$ cat config.mk
export PLATFORM = sky130hd
export DESIGN_NAME = running_moving_average
export DESIGN_NICKNAME = d
export VERILOG_FILES = /design/src/design/rma_pkg.sv /design/src/design/rma_div.sv /design/src/design/running_moving_average.sv
export VERILOG_INCLUDE_DIRS = /design/src /design/src/design
export SDC_FILE = /design/constraint.sdc
export NUM_CORES = 1
export LEC_CHECK = 0
export ABC_AREA = 1
export ABC_CLOCK_PERIOD_IN_PS = 3600
export BUFFER_PORTS_ARGS = -buffer_cell sky130_fd_sc_hd__buf_2
export CAP_MARGIN = 20
export CORE_MARGIN = 10
export CORE_UTILIZATION = 40
export CTS_CLUSTER_DIAMETER = 150
export DETAILED_ROUTE_END_ITERATION = 8
export GPL_ROUTABILITY_DRIVEN = 0
export SYNTH_ARGS = -nofsm -noshare
export SYNTH_HDL_FRONTEND = slang
export SYNTH_SLANG_ARGS = --single-unit
$ cat constraint.sdc
create_clock -name clk -period 3.6 [get_ports clk]
set_clock_uncertainty 0.15 [all_clocks]
set_input_delay 0.72 -clock clk [delete_from_list [all_inputs] [get_ports clk]]
set_output_delay 0.72 -clock clk [all_outputs]
set_load 0.01 [all_outputs]
$ cat src/design/assert_macros.svh
// Assertion macros for the design files; running_moving_average.sv includes them.
`ifndef ASSERT_MACROS_SVH
`define ASSERT_MACROS_SVH

// Property checked on every rising edge of clk, off while rst is high.
`define ASSERT_CLK(lbl, prop, msg) \
  lbl: assert property (@(posedge clk) disable iff (rst) (prop)) else $error(msg);

// Condition that must never hold outside reset.
`define ASSERT_NEVER(lbl, cond, msg) \
  lbl: assert property (@(posedge clk) disable iff (rst) !(cond)) else $error(msg);

`endif

$ cat src/design/rma_pkg.sv
// Package for the running moving average: defaults and sequencer states.
package rma_pkg;

  localparam int DEF_WINDOW_SIZE = 16;
  localparam int DEF_SAMPLE_BITS = 16;

  typedef enum logic [2:0] {
    ST_IDLE,
    ST_SUM,
    ST_START,
    ST_DIV,
    ST_DONE
  } rma_state_t;

endpackage

$ cat src/design/rma_div.sv
// Serial restoring divider, one quotient bit per cycle.
module rma_div #(
  parameter int DIVIDEND_W = 20,
  parameter int DIVISOR_W  = 5
) (
  input  logic                  clk,
  input  logic                  rst,
  input  logic                  start,
  input  logic [DIVIDEND_W-1:0] dividend,
  input  logic [DIVISOR_W-1:0]  divisor,
  output logic                  done,
  output logic [DIVIDEND_W-1:0] quotient
);

  localparam int STEP_W = $clog2(DIVIDEND_W + 1);

  logic                  busy;
  logic [STEP_W-1:0]     steps;
  logic [DIVISOR_W-1:0]  rem;
  logic [DIVIDEND_W-1:0] quo;
  logic [DIVISOR_W:0]    trial;
  logic                  fits;

  assign trial = {rem, quo[DIVIDEND_W-1]};
  assign fits  = (trial >= {1'b0, divisor});

  always_ff @(posedge clk) begin
    if (rst) begin
      busy  <= 1'b0;
      done  <= 1'b0;
      steps <= '0;
    end else begin
      done <= 1'b0;
      if (start) begin
        busy  <= 1'b1;
        steps <= STEP_W'(DIVIDEND_W);
      end else if (busy) begin
        steps <= steps - 1'b1;
        if (steps == STEP_W'(1)) begin
          busy <= 1'b0;
          done <= 1'b1;
        end
      end
    end
  end

  always_ff @(posedge clk) begin
    if (start) begin
      rem <= '0;
      quo <= dividend;
    end else if (busy) begin
      if (fits) begin
        rem <= DIVISOR_W'(trial - {1'b0, divisor});
      end else begin
        rem <= trial[DIVISOR_W-1:0];
      end
      quo <= {quo[DIVIDEND_W-2:0], fits};
    end
  end

  assign quotient = quo;

endmodule

$ cat src/design/running_moving_average.sv
// Top level of the running moving average over a ring store of samples.
//
//  channel  | handshake           | words
//  ---------+---------------------+--------------------------
//  in       | in_valid / in_stall | sample, sample_valid
//  out      | out_valid/out_stall | average
//
// An item goes through these steps in order: accept and store read, sum update and
// store write, divider load, divider steps (one per quotient bit), divider done,
// output load. The serial divider divides the sum by the fill count.
// Synchronous reset clears pointer, count, sum and control; the store is not
// cleared. in_stall is high while an item is in work; a result held by
// out_stall waits in the output register while the next item is taken, and
// the next output load waits until it leaves.
module running_moving_average #(
  parameter int WINDOW_SIZE = rma_pkg::DEF_WINDOW_SIZE,
  parameter int SAMPLE_BITS = rma_pkg::DEF_SAMPLE_BITS
) (
  input  logic                          clk,
  input  logic                          rst,
  input  logic                          in_valid,
  output logic                          in_stall,
  input  logic signed [SAMPLE_BITS-1:0] sample,
  input  logic                          sample_valid,
  output logic                          out_valid,
  input  logic                          out_stall,
  output logic signed [SAMPLE_BITS-1:0] average
);

  import rma_pkg::*;
  `include "assert_macros.svh"

  localparam int CNT_W = $clog2(WINDOW_SIZE + 1);
  localparam int PTR_W = (WINDOW_SIZE > 1) ? $clog2(WINDOW_SIZE) : 1;
  localparam int SUM_W = SAMPLE_BITS + CNT_W;

  rma_state_t state, state_next;

  logic [SAMPLE_BITS-1:0] window_store [WINDOW_SIZE];
  logic [SAMPLE_BITS-1:0] rd_data;

  logic [PTR_W-1:0]       wp;
  logic [CNT_W-1:0]       cnt;
  logic [SUM_W-1:0]       sum;
  logic [SUM_W-1:0]       sum_next;
  logic [SAMPLE_BITS-1:0] smp;
  logic                   smp_ok;
  logic                   full;

  logic                   accept;
  logic                   update;
  logic                   div_start;
  logic                   div_done;
  logic [SUM_W-1:0]       div_quo;
  logic [SUM_W-1:0]       sum_mag;
  logic [SUM_W-1:0]       quo_signed;
  logic                   out_free;
  logic                   load_out;

  assign accept   = in_valid && !in_stall;
  assign full     = (cnt == CNT_W'(WINDOW_SIZE));
  assign out_free = !out_valid || !out_stall;

  always_comb begin
    state_next = state;
    case (state)
      ST_IDLE:  if (in_valid) state_next = ST_SUM;
      ST_SUM:   state_next = ST_START;
      ST_START: state_next = ST_DIV;
      ST_DIV:   if (div_done) state_next = ST_DONE;
      ST_DONE:  if (out_free) state_next = ST_IDLE;
      default:  state_next = ST_IDLE;
    endcase
  end

  always_comb begin
    in_stall  = 1'b1;
    update    = 1'b0;
    div_start = 1'b0;
    load_out  = 1'b0;
    case (state)
      ST_IDLE:  in_stall  = 1'b0;
      ST_SUM:   update    = smp_ok;
      ST_START: div_start = 1'b1;
      ST_DONE:  load_out  = out_free;
      default:  in_stall  = 1'b1;
    endcase
  end

  always_ff @(posedge clk) begin
    if (rst) state <= ST_IDLE;
    else     state <= state_next;
  end

  // ring store, one read or one write per cycle
  always_ff @(posedge clk) begin
    if (accept) rd_data <= window_store[wp];
    if (update) window_store[wp] <= smp;
  end

  always_ff @(posedge clk) begin
    if (accept) begin
      smp    <= sample;
      smp_ok <= sample_valid;
    end
  end

  always_comb begin
    sum_next = sum + {{CNT_W{smp[SAMPLE_BITS-1]}}, smp};
    if (full) sum_next = sum_next - {{CNT_W{rd_data[SAMPLE_BITS-1]}}, rd_data};
  end

  always_ff @(posedge clk) begin
    if (rst) begin
      wp  <= '0;
      cnt <= '0;
      sum <= '0;
    end else if (update) begin
      sum <= sum_next;
      if (!full) cnt <= cnt + 1'b1;
      if (wp == PTR_W'(WINDOW_SIZE - 1)) wp <= '0;
      else                               wp <= wp + 1'b1;
    end
  end

  assign sum_mag = sum[SUM_W-1] ? (~sum + 1'b1) : sum;

  rma_div #(
    .DIVIDEND_W (SUM_W),
    .DIVISOR_W  (CNT_W)
  ) u_div (
    .clk      (clk),
    .rst      (rst),
    .start    (div_start),
    .dividend (sum_mag),
    .divisor  (cnt),
    .done     (div_done),
    .quotient (div_quo)
  );

  assign quo_signed = sum[SUM_W-1] ? (~div_quo + 1'b1) : div_quo;

  always_ff @(posedge clk) begin
    if (rst) begin
      out_valid <= 1'b0;
    end else if (load_out) begin
      out_valid <= 1'b1;
    end else if (!out_stall) begin
      out_valid <= 1'b0;
    end
  end

  always_ff @(posedge clk) begin
    if (load_out) begin
      if (cnt == '0) average <= '0;
      else           average <= quo_signed[SAMPLE_BITS-1:0];
    end
  end

  `ASSERT_NEVER(a_cnt_range, cnt > CNT_W'(WINDOW_SIZE), "fill count past window size")
  `ASSERT_CLK(a_accept_to_sum, accept |=> (state == ST_SUM), "accept not followed by update")
  `ASSERT_CLK(a_done_in_div, div_done |-> (state == ST_DIV), "divider done outside divide")
  `ASSERT_CLK(a_wp_hold, (state != ST_SUM) |=> $stable(wp), "pointer moved outside update")
  `ASSERT_NEVER(a_load_full, load_out && out_valid && out_stall, "output overwritten while held")

endmodule
# ---- After elaboration in Yosys (flattened, before gate mapping)
# Memories as Yosys holds them, arrays and structs flattened. A register that Yosys moved wholly into a read port is not among the register bits.
# Cells that the tools add are included.
# W data, S select, Z words.
dict set report word_totals {
  in_bits 21
  elab_cells 75
  memories 1
  reg_bits 100
  mem_bits_rw 256
  out_inout_bits 18
}
# name depth width read_ports rd_ports_with_merged_regs wr line
set memory_table {}
lappend memory_table {window_store 16 16 1 1 1 running_moving_average.sv:39} ;# logic [SAMPLE_BITS-1:0] window_store [WINDOW_SIZE];
dict set report op_classes {
  addsub 8
  n_eq_ne 11
  mux 25
  order_cmp 1
  n_reduce_logical 11
  bitwise 4
}
# operator n
set op_table {}
lappend op_table {{$mux W21} 4}
lappend op_table {{$add A21 B1 Y21 const B} 1}
lappend op_table {{$add A21 B21 Y21} 1}
lappend op_table {{$not A21 Y21} 1}
lappend op_table {{$sub A21 B21 Y21} 1}
lappend op_table {{$add A16 B1 Y16 const B} 1}
lappend op_table {{$mux W16} 1}
lappend op_table {{$not A16 Y16} 1}
lappend op_table {{$mux W5} 3}
lappend op_table {{$pmux W3 S5} 1}
lappend op_table {{$mux W1} 12}
lappend op_table {{$mux W3} 3}
lappend op_table {{$eq A3 B2 Y1 const B} 2}
lappend op_table {{$ge A6 B5 Y1} 1}
lappend op_table {{$add A5 B1 Y5 const B} 1}
lappend op_table {{$eq A5 B1 Y1 const B} 1}
lappend op_table {{$eq A5 B5 Y1 const B} 1}
lappend op_table {{$logic_not A5 Y1} 1}
lappend op_table {{$sub A5 B1 Y5 const B} 1}
lappend op_table {{$sub A5 B5 Y5} 1}
lappend op_table {{$add A4 B1 Y4 const B} 1}
lappend op_table {{$eq A4 B4 Y1 const B} 1}
lappend op_table {{$mux W4} 1}
lappend op_table {{$ne A2 B1 Y1 const B} 2}
lappend op_table {{13 further kinds} 16}

# ---- Longest topological paths before layout
# Gate-level depths: netlist of the first run.
dict set report depth {
  depth_word 4
  mapped_depth 25
  depth_no_buf 25
}

# ---- Modules after synthesis
# Synthesis of the first run repeated with hierarchy kept, for this count alone.
dict set report unflattened {
  cells_unflattened 1814
  hier_area_um2 17988.5
}
# mod instances area_per_inst_um2 cells_per_inst seq_area_each_um2
set by_module_without_submodules {}
lappend by_module_without_submodules {running_moving_average 1 16281.9 1611 9839.4}
lappend by_module_without_submodules {rma_div 1 1706.6 203 870.8}

# ---- Worst setup path after synthesis of the first run
# OpenSTA, ideal clock, no wires.
dict set report synth_timing {
  path_type {reg2reg}
  from {reg smp[0]}
  to {reg sum[20]}
  n_path_buf 0
  synth_period_minus_slack_ps 3354
  path_stages_with_launch 24
  setup_time_ps 109
  arrival_ps 3095
  path_slack_ps 246
  t_required_ps 3341
  path_cell_list {edfxtp_1 -> ha_1 -> fa_1 -> nand2_1 -> inv_1 -> nand2_1 -> nand3_2 -> a21oi_1 -> inv_1 -> nand4_1 -> nand2_1 -> nand2_1 -> nand2_1 -> ha_1 -> nand2_1 -> nor2_1 -> and2_1 -> nand3b_1 -> nand4_1 -> nand3_1 -> nand2_1 -> nand3_1 -> nand2_1 -> inv_1}
}
dict set report synth_between {
  elab_chain_cells 3
}
# element line
set synth_lines {}
lappend synth_lines {{from (decl)} running_moving_average.sv:46} ;# logic [SAMPLE_BITS-1:0] smp;
lappend synth_lines {{from (signal assigned)} running_moving_average.sv:103} ;# smp <= sample;
lappend synth_lines {{$add A21 B21 Y21 (*)} running_moving_average.sv:109} ;# sum_next = sum + {{CNT_W{smp[SAMPLE_BITS-1]}}, smp};
lappend synth_lines {{$sub A21 B21 Y21} running_moving_average.sv:110} ;# if (full) sum_next = sum_next - {{CNT_W{rd_data[SAMPLE_BITS-1]}}, rd_data};
lappend synth_lines {{$mux W21 (*)} running_moving_average.sv:110}
lappend synth_lines {{to (signal assigned)} running_moving_average.sv:119} ;# sum <= sum_next;
lappend synth_lines {{to (decl)} running_moving_average.sv:44} ;# logic [SUM_W-1:0] sum;
# Mark *: on every way between the ends. The rest lies on a longest branch, timed or not.
# A chain may end at the register's enable or synchronous reset.

# ---- Final worst setup path of the first run
# Ends and elaborated chain as after synthesis.

==> results_dict.tcl, run 1 <==
set metrics [dict create \
    track_usage_pct 18.01 \
    synth_mux_area_share_pct 0 \
    p_total_uw 12380 \
    setup_violations 0 \
    core_area_um2 44220 \
    drive_above_1_share_pct 16.42 \
    syn_nets 1867 \
    initial_utilization_pct 40.40 \
    synthXorXnorAreaFrac_pct 1.513 \
    final_cell_mix "edfxtp_1, nand2_1, nor2_1, o21ai_0, inv_1" \
    grt_pass1_wl_um 75000 \
    synth.avg_cell_area_um2 9.991 \
    max-cap-violations 0 \
    maxSlewHeadroom_pct 38.23 \
    worstHoldStart "sample_valid" \
    worst_slack_ns 0.1403 \
    drt-pass1-iter-count 6 \
    clk_pin_slew_worst_paths_ns 0.06 \
    synth_adder_area_share_pct 4.188 \
    numCtsBuffers 40 \
    max_freq_ghz 0.2890 \
    layout_commonest_cell "edfxtp_1" \
    synth_top_family_by_area "simple AND/OR/NAND/NOR gates" \
    clock_sinks 372 \
    path_class "reg -> reg" \
    hold_path_class "in -> reg" \
    synth_compound_area_share_pct 12.28 \
    yosys_warnings 0 \
    yosys-top-cells-area "edfxtp_1, nand2_1, o21ai_0, nor2_1, dfxtp_1" \
    p_leak_uw 0.007925 \
    overflow 0 \
    dieArea_um2 53510 \
    slew_violations 0 \
    worst_pin_slew_ns 0.9265 \
    synth-seq-cells 372 \
    hpwl_um 32220 \
    synth_top_area_share_pct 54.80 \
    fin_crit_ns 3.460 \
    drtIter0Drc 1217 \
    post-place-ws_ns 0.01502 \
    ant_nets 0 \
    grt_pass1_vias 12840 \
    h-tree-depth 2 \
    p_per_area_nw_per_um2 591.8 \
    yosysSeqAreaShare_pct 59.95 \
    std_cell_rows 77 \
    synthFlopType "edfxtp_1" \
    crit_start "smp[0]" \
    cp_max_fo 5 \
    final.period_utilization_pct 96.10 \
    worst_setup_path_end_kind "register" \
    die_y_um 231.3 \
    nets 1960 \
    routed_wirelength_um 49670 \
    synth.distinct_cells 52 \
    boundaryPins 39 \
    synth_area_um2 17860 \
    status "finished, final reports clean" \
    drcViolationCount 0 \
    cts_buffer_depth 3 \
    peakVddDrop_mv 0.4924 \
    tritoncts "done" \
    synth_simple_gate_area_share_pct 17.44 \
    wl_per_cell_um 19.83 \
    num-fill-cells 3981 \
    rr_startpoint "smp[0]" \
    syn_inst 1788 \
    cp-start-kind "register" \
    area_growth_pct 17.05 \
    finalHoldViolCount 0 \
    diodes 0 \
    post_drt_via_cell_ratio 5.432 \
    clock_latency_ns 0.58 \
    vias 13600 \
    synth_edf_count 326 \
    synth_top_area_cell "edfxtp_1" \
    grt_max_degree 90 \
    hold_buffers 0 \
    arrival_ns 3.79 \
    io_buffers 38 \
    root_buffer "clkbuf_16" \
    antenna_found_initial 1 \
    ys_async_sr_fraction_pct 0 \
    die_x_um 231.3 \
    crit_required_ns 3.93 \
]
[worst max-delay path, stage by stage, from the launching register on]
cell	delay (ns)
edfxtp_1	0.40
ha_2	0.22
fa_2	0.35
nand2_2	0.07
inv_2	0.04
nand2_2	0.06
nand3_4	0.11
nand2_2	0.08
nand2_2	0.08
nand4_1	0.12
nand3b_1	0.19
and2_4	0.20
ha_4	0.30
nand2_4	0.07
nor2_4	0.13
and2_4	0.15
nand3b_1	0.12
nand4_1	0.14
nand3_1	0.09
nand2_1	0.10
nand3_1	0.08
nand2_1	0.09
inv_1	0.04
[through the flow]
step | hold WS [ns] | area (um^2) | std cells | TNS [ns] | util, %
after floorplan | 0.2790 | 17860 | 1788 | 0 | -
after detailed placement | 0.3069 | 19230 | 2423 | 0 | 43.48
final | 0.1802 | 20910 | 2504 | 0 | 47.29
after CTS | 0.1588 | 20440 | 2496 | 0 | 46.22
after global placement | 0.2962 | 19230 | 2423 | 0 | 43.48
after global routing | 0.1672 | 20910 | 2504 | -0.1182 | 47.29
[synthesized netlist by cell type (2+ instances only)]
cell type,count
buf_4,2
a21oi_1,87
o21bai_1,3
o211ai_1,5
a21oi_2,2
ha_1,55
xnor2_1,11
nand2_1,315
fa_1,3
and2_1,5
o21ai_0,192
nor2_1,248
o21ai_2,3
nor4_1,4
nor3_1,14
or2_2,5
nand3b_1,6
buf_2,22
edfxtp_1,326
o211ai_2,2
nor2_2,4
o21ai_1,6
nand4_1,36
and3_1,2
nor3_2,5
dfxtp_1,46
inv_1,133
o31ai_1,3
a211oi_1,3
xor2_1,18
o22ai_1,66
clkbuf_1,43
nand3_1,57
a31oi_1,8
a21o_1,4
o21a_1,6
nand3_2,5
nor2_4,3
inv_2,11
nand2_2,7
[metal layers]
metal / track usage (%) / part of all wire (%) / vias up
met5: 0 / 0 / -
met4: 6.475 / 2.8 / 0
met3: 2.358 / 6.5 / 84
met2: 29.64 / 48 / 460
met1: 23.97 / 43 / 6603
li1: - / - / 6454
[cell type report]
class / count / area, um^2 / area share (%)
Timing Repair Buffer: 118 / 919.6 / 4.398
Multi-Input combinational cell: 1205 / 6783 / 32.44
Inverter: 144 / 541.8 / 2.591
Clock buffer: 56 / 1071 / 5.122
Tap cell: 592 / 740.7 / 3.542
Clock inverter: 17 / 138.9 / 0.6642
Sequential cell: 372 / 10720 / 51.25
[final timing paths]
| kind | slack [ns] | cells past startpoint | end |
|---|---|---|---|
| setup / recovery | 0.14 | 22 | sum[20] |
| hold / removal | 0.18 | 1 | smp_ok |
| setup reg to reg | 0.14 | 22 | sum[20] |
| hold reg to reg | 0.32 | 2 | u_div.rem[4] |
[kinds of logic after synthesis]
group	count (synthesis)
xor gates and xnor gates	30
DFF	372
and+or+nand+nor	722
adders and majority gates	58
AOI/OAI and AO/OA	395
buffers and inverters	211
[registers in the layout (all words and copies together) (netlist names)]
signal	flops
u_div.quotient	21
smp_ok	1
u_div.rem	5
u_div.busy	1
smp	16
out_valid	1
u_div.done	1
sum	21
u_div.steps	5
average	16
rd_data	16
wp	4
window_store	256
state	3
cnt	5
[power breakdown]
group | total [uW] | leakage [uW] | switching, uW | internal [uW]
Combinational | 3300 | 0.00400 | 2150 | 1150
Sequential | 5200 | 0.00334 | 170 | 5030
Clock | 3870 | 0.000587 | 1710 | 2170
[timing repair]
item | 4_1_cts | 5_1_grt
gates resized for setup | 1 | 84
buffers inserted | 0 | 8
endpoints found under the setup margin | 1 | 12
pin swaps | 0 | 32
(Power assumes the default switching activity.)
==> inputs of run 2 (changes only) <==
--- a/config.mk
+++ b/config.mk
@@ -6,7 +6,6 @@
 export SDC_FILE = /design/constraint.sdc
 export NUM_CORES = 1
 export LEC_CHECK = 0
-export ABC_AREA = 1
 export ABC_CLOCK_PERIOD_IN_PS = 3600
 export BUFFER_PORTS_ARGS = -buffer_cell sky130_fd_sc_hd__buf_2
 export CAP_MARGIN = 20
==> results_dict.tcl, run 2 <==
set metrics [dict create \
    worst_slack_ns -0.8096 \
    hpwl_um 25270 \
    hold_path_class "in -> reg" \
    peakVddDrop_mv 0.3569 \
    routed_wirelength_um 37480 \
    tritoncts "done" \
    std_cell_rows 75 \
    p_leak_uw 0.007370 \
    maxSlewHeadroom_pct 35.35 \
    synth_top_area_share_pct 57.69 \
    drt-pass1-iter-count 5 \
    final.period_utilization_pct 122.5 \
    final_cell_mix "edfxtp_1, buf_4, nand2_1, mux4_2, nor2_1" \
    p_switching_uw 2851 \
    core_area_um2 41950 \
    num-fill-cells 3548 \
    global_route.usage.met3_pct 2.776 \
    cp_cell_sequence "ha_2, fa_2, a211oi_2, nor2_2, o41ai_2, buf_4, a311o_1, nand3_2, nor2_4, o21ai_2, xor2_2, ha_1, o21a_1, nor2_4, buf_4, nor4b_2, a31oi_1, nand3_1, a2111oi_4, xnor2_1, or3_1, a21oi_1" \
    yosys-top-cells-area "edfxtp_1, mux4_2, dfxtp_1, ha_1, xor2_1" \
    drcViolationCount 0 \
    boundaryPins 39 \
    multi_input_area_um2 6237 \
    yosys_warnings 0 \
    synth_commonest_cells "edfxtp_1, nor2_1, nand2_1" \
    drive_above_1_share_pct 31.13 \
    cts_buffer_depth 3 \
    die_y_um 226.0 \
    numCtsBuffers 40 \
    ff_latch_area_um2 10720 \
    synth.avg_cell_area_um2 14.62 \
    place_area_um2 19090 \
    syn_inst 1161 \
    largest_register "window_store" \
    cp_max_fo 4 \
    design_area_um2 20710 \
    io_buffers 38 \
    whs_path_depth 1 \
    crit_required_ns 3.95 \
    largest_register_ffs 256 \
    worst_setup_path_end_kind "register" \
    ant_nets 0 \
    status "finished with violations" \
    synth_area_um2 16970 \
    p_seq_share_pct 45.0 \
    power_switching_share_pct 25.62 \
    max-cap-violations 0 \
    finalNonFillerCells 1943 \
    gr-usage-met1_pct 19.93 \
    rsz0062_at_grt "yes" \
    cp-start-kind "register" \
    synth_edf_count 326 \
    grt.met2_usage_pct 24.54 \
    synth.distinct_cells 70 \
    p_per_area_nw_per_um2 537.2 \
    violations "negative setup slack" \
    clk_pin_slew_worst_paths_ns 0.06 \
    grt_max_degree 48 \
    fin_crit_ns 4.410 \
    grt.busiest_layer "met2" \
    post_drt_via_cell_ratio 5.250 \
    finalHoldViolCount 0 \
    grt_pass1_vias 10260 \
    ys_async_sr_fraction_pct 0 \
    synth-seq-cells 372 \
    antenna_found_initial 0 \
    max_freq_ghz 0.2268 \
    dieArea_um2 51060 \
    syn_nets 1240 \
    clock_latency_ns 0.59 \
    synth.most_common_cell "edfxtp_1" \
    root_buffer "clkbuf_16" \
    initial_utilization_pct 40.45 \
    drtIter0Drc 685 \
    critPathMaxStageDelay_ns 0.40 \
    area_growth_pct 22.05 \
    worst_pin_slew_ns 0.9697 \
    h-tree-depth 2 \
    power.clock.fraction_pct 36.5 \
    wl_per_cell_um 19.29 \
    yosysSeqAreaShare_pct 63.12 \
    synthFlopType "edfxtp_1" \
    place_inst 1858 \
    synth_top_area_cell "edfxtp_1" \
    reg2reg_depth 22 \
    power.internal_uw 8274 \
    slew_violations 0 \
    track_usage_pct 14.97 \
    layout_commonest_cell "edfxtp_1" \
    path_class "reg -> reg" \
    vias 10200 \
    nets 1455 \
    clock_sinks 372 \
    grt_pass1_wl_um 58950 \
    diodes 0 \
    arrival_ns 4.76 \
    crit_slowest_cell "edfxtp_1" \
    overflow 0 \
    setup_violations 10 \
    pwr-share-comb_pct 18.5 \
    die_x_um 226.0 \
]
## run 2: changes by cell type in the layout (fill, tap and decap cells not counted), sizes merged, moves of 13 or more
cell / previous run / this run
a21o: 4 / 17
a21oi: 89 / 52
buf: 118 / 223
inv: 143 / 42
mux4: 0 / 80
nand2: 323 / 90
nand3: 62 / 9
nand4: 36 / 6
nor2: 256 / 92
o21ai: 201 / 55
o22ai: 66 / 0
xnor2: 11 / 36
xor2: 19 / 40
## run 2: worst max-delay path, delay by kind of cell, from the launching register on
family                   cells  cell delay (ns)
AO/OA/AOI/OAI                8             1.43
flip-flops                   1             0.40
adder cells (fa/ha/maj)      3             0.86
buffers and inverters        2             0.31
XOR/XNOR                     2             0.29
AND/OR/NAND/NOR              7             0.90
## run 2: layout make-up
type	count	area share (%)
clock buffers	51	5.081
well taps	539	3.256
inverters	40	0.7249
multi-input cells	699	30.12
clock inverters	19	1.184
flip-flops and latches	372	51.74
repair buffers	223	7.896
## run 2: routing by layer
metal | part of all wire (%) | vias to the layer above
li1 | - | 4906
met1 | 45 | 5054
met2 | 48 | 187
met3 | 4.6 | 53
met4 | 2.2 | 0
met5 | 0 | -
## run 2: power by group through the flow
stage	logic [uW]	clock network, uW	registers, uW
after detailed placement	1920	0	5100
final	2060	4060	5010
after global routing	2280	4340	5030
after global placement	1890	0	5100
after CTS	2020	4160	5010
after floorplan	1230	0	5070
## run 2: logic make-up (layout without fill, tap and decap cells)
family / after synthesis / in the layout / share of synthesized area [%]
compound gates: 206 / 206 / 8.141
simple gates: 274 / 274 / 7.477
fa+ha+maj: 58 / 58 / 4.409
xor+xnor: 76 / 76 / 3.923
flops: 372 / 372 / 63.12
buf+inv: 90 / 333 / 2.020
mux: 85 / 85 / 10.91
## run 2: metrics by stage
| stage | hold WS [ns] | util (%) | setup slack (ns) | power [uW] | TNS, ns |
|---|---|---|---|---|---|
| after CTS | 0.1288 | 49.15 | -0.7918 | 11190 | -3.954 |
| final | 0.1589 | 49.38 | -0.8096 | 11130 | -3.755 |
| after global routing | 0.1402 | 49.38 | -1.066 | 11650 | -6.942 |
| after global placement | 0.3185 | 45.52 | -0.9239 | 6988 | -5.060 |
| after floorplan | 0.3186 | - | -0.9393 | 6301 | -4.250 |
| after detailed placement | 0.3236 | 45.52 | -1.036 | 7018 | -5.744 |
## run 2: final timing paths
check         endpoint  slack (ns)  startpoint
max            sum[20]       -0.81      smp[0]
min reg2reg  out_valid        0.33   out_valid
max reg2reg    sum[20]       -0.81      smp[0]
min             smp[6]        0.16   sample[6]
## run 2: repair_timing
| action | 4_1_cts | 5_1_grt |
|---|---|---|
| buffers inserted | 13 | 2 |
| hold buffers | 0 | 0 |
| endpoints found under the setup margin | 11 | 13 |
| resized for setup | 24 | 18 |
| pin swaps | 30 | 13 |
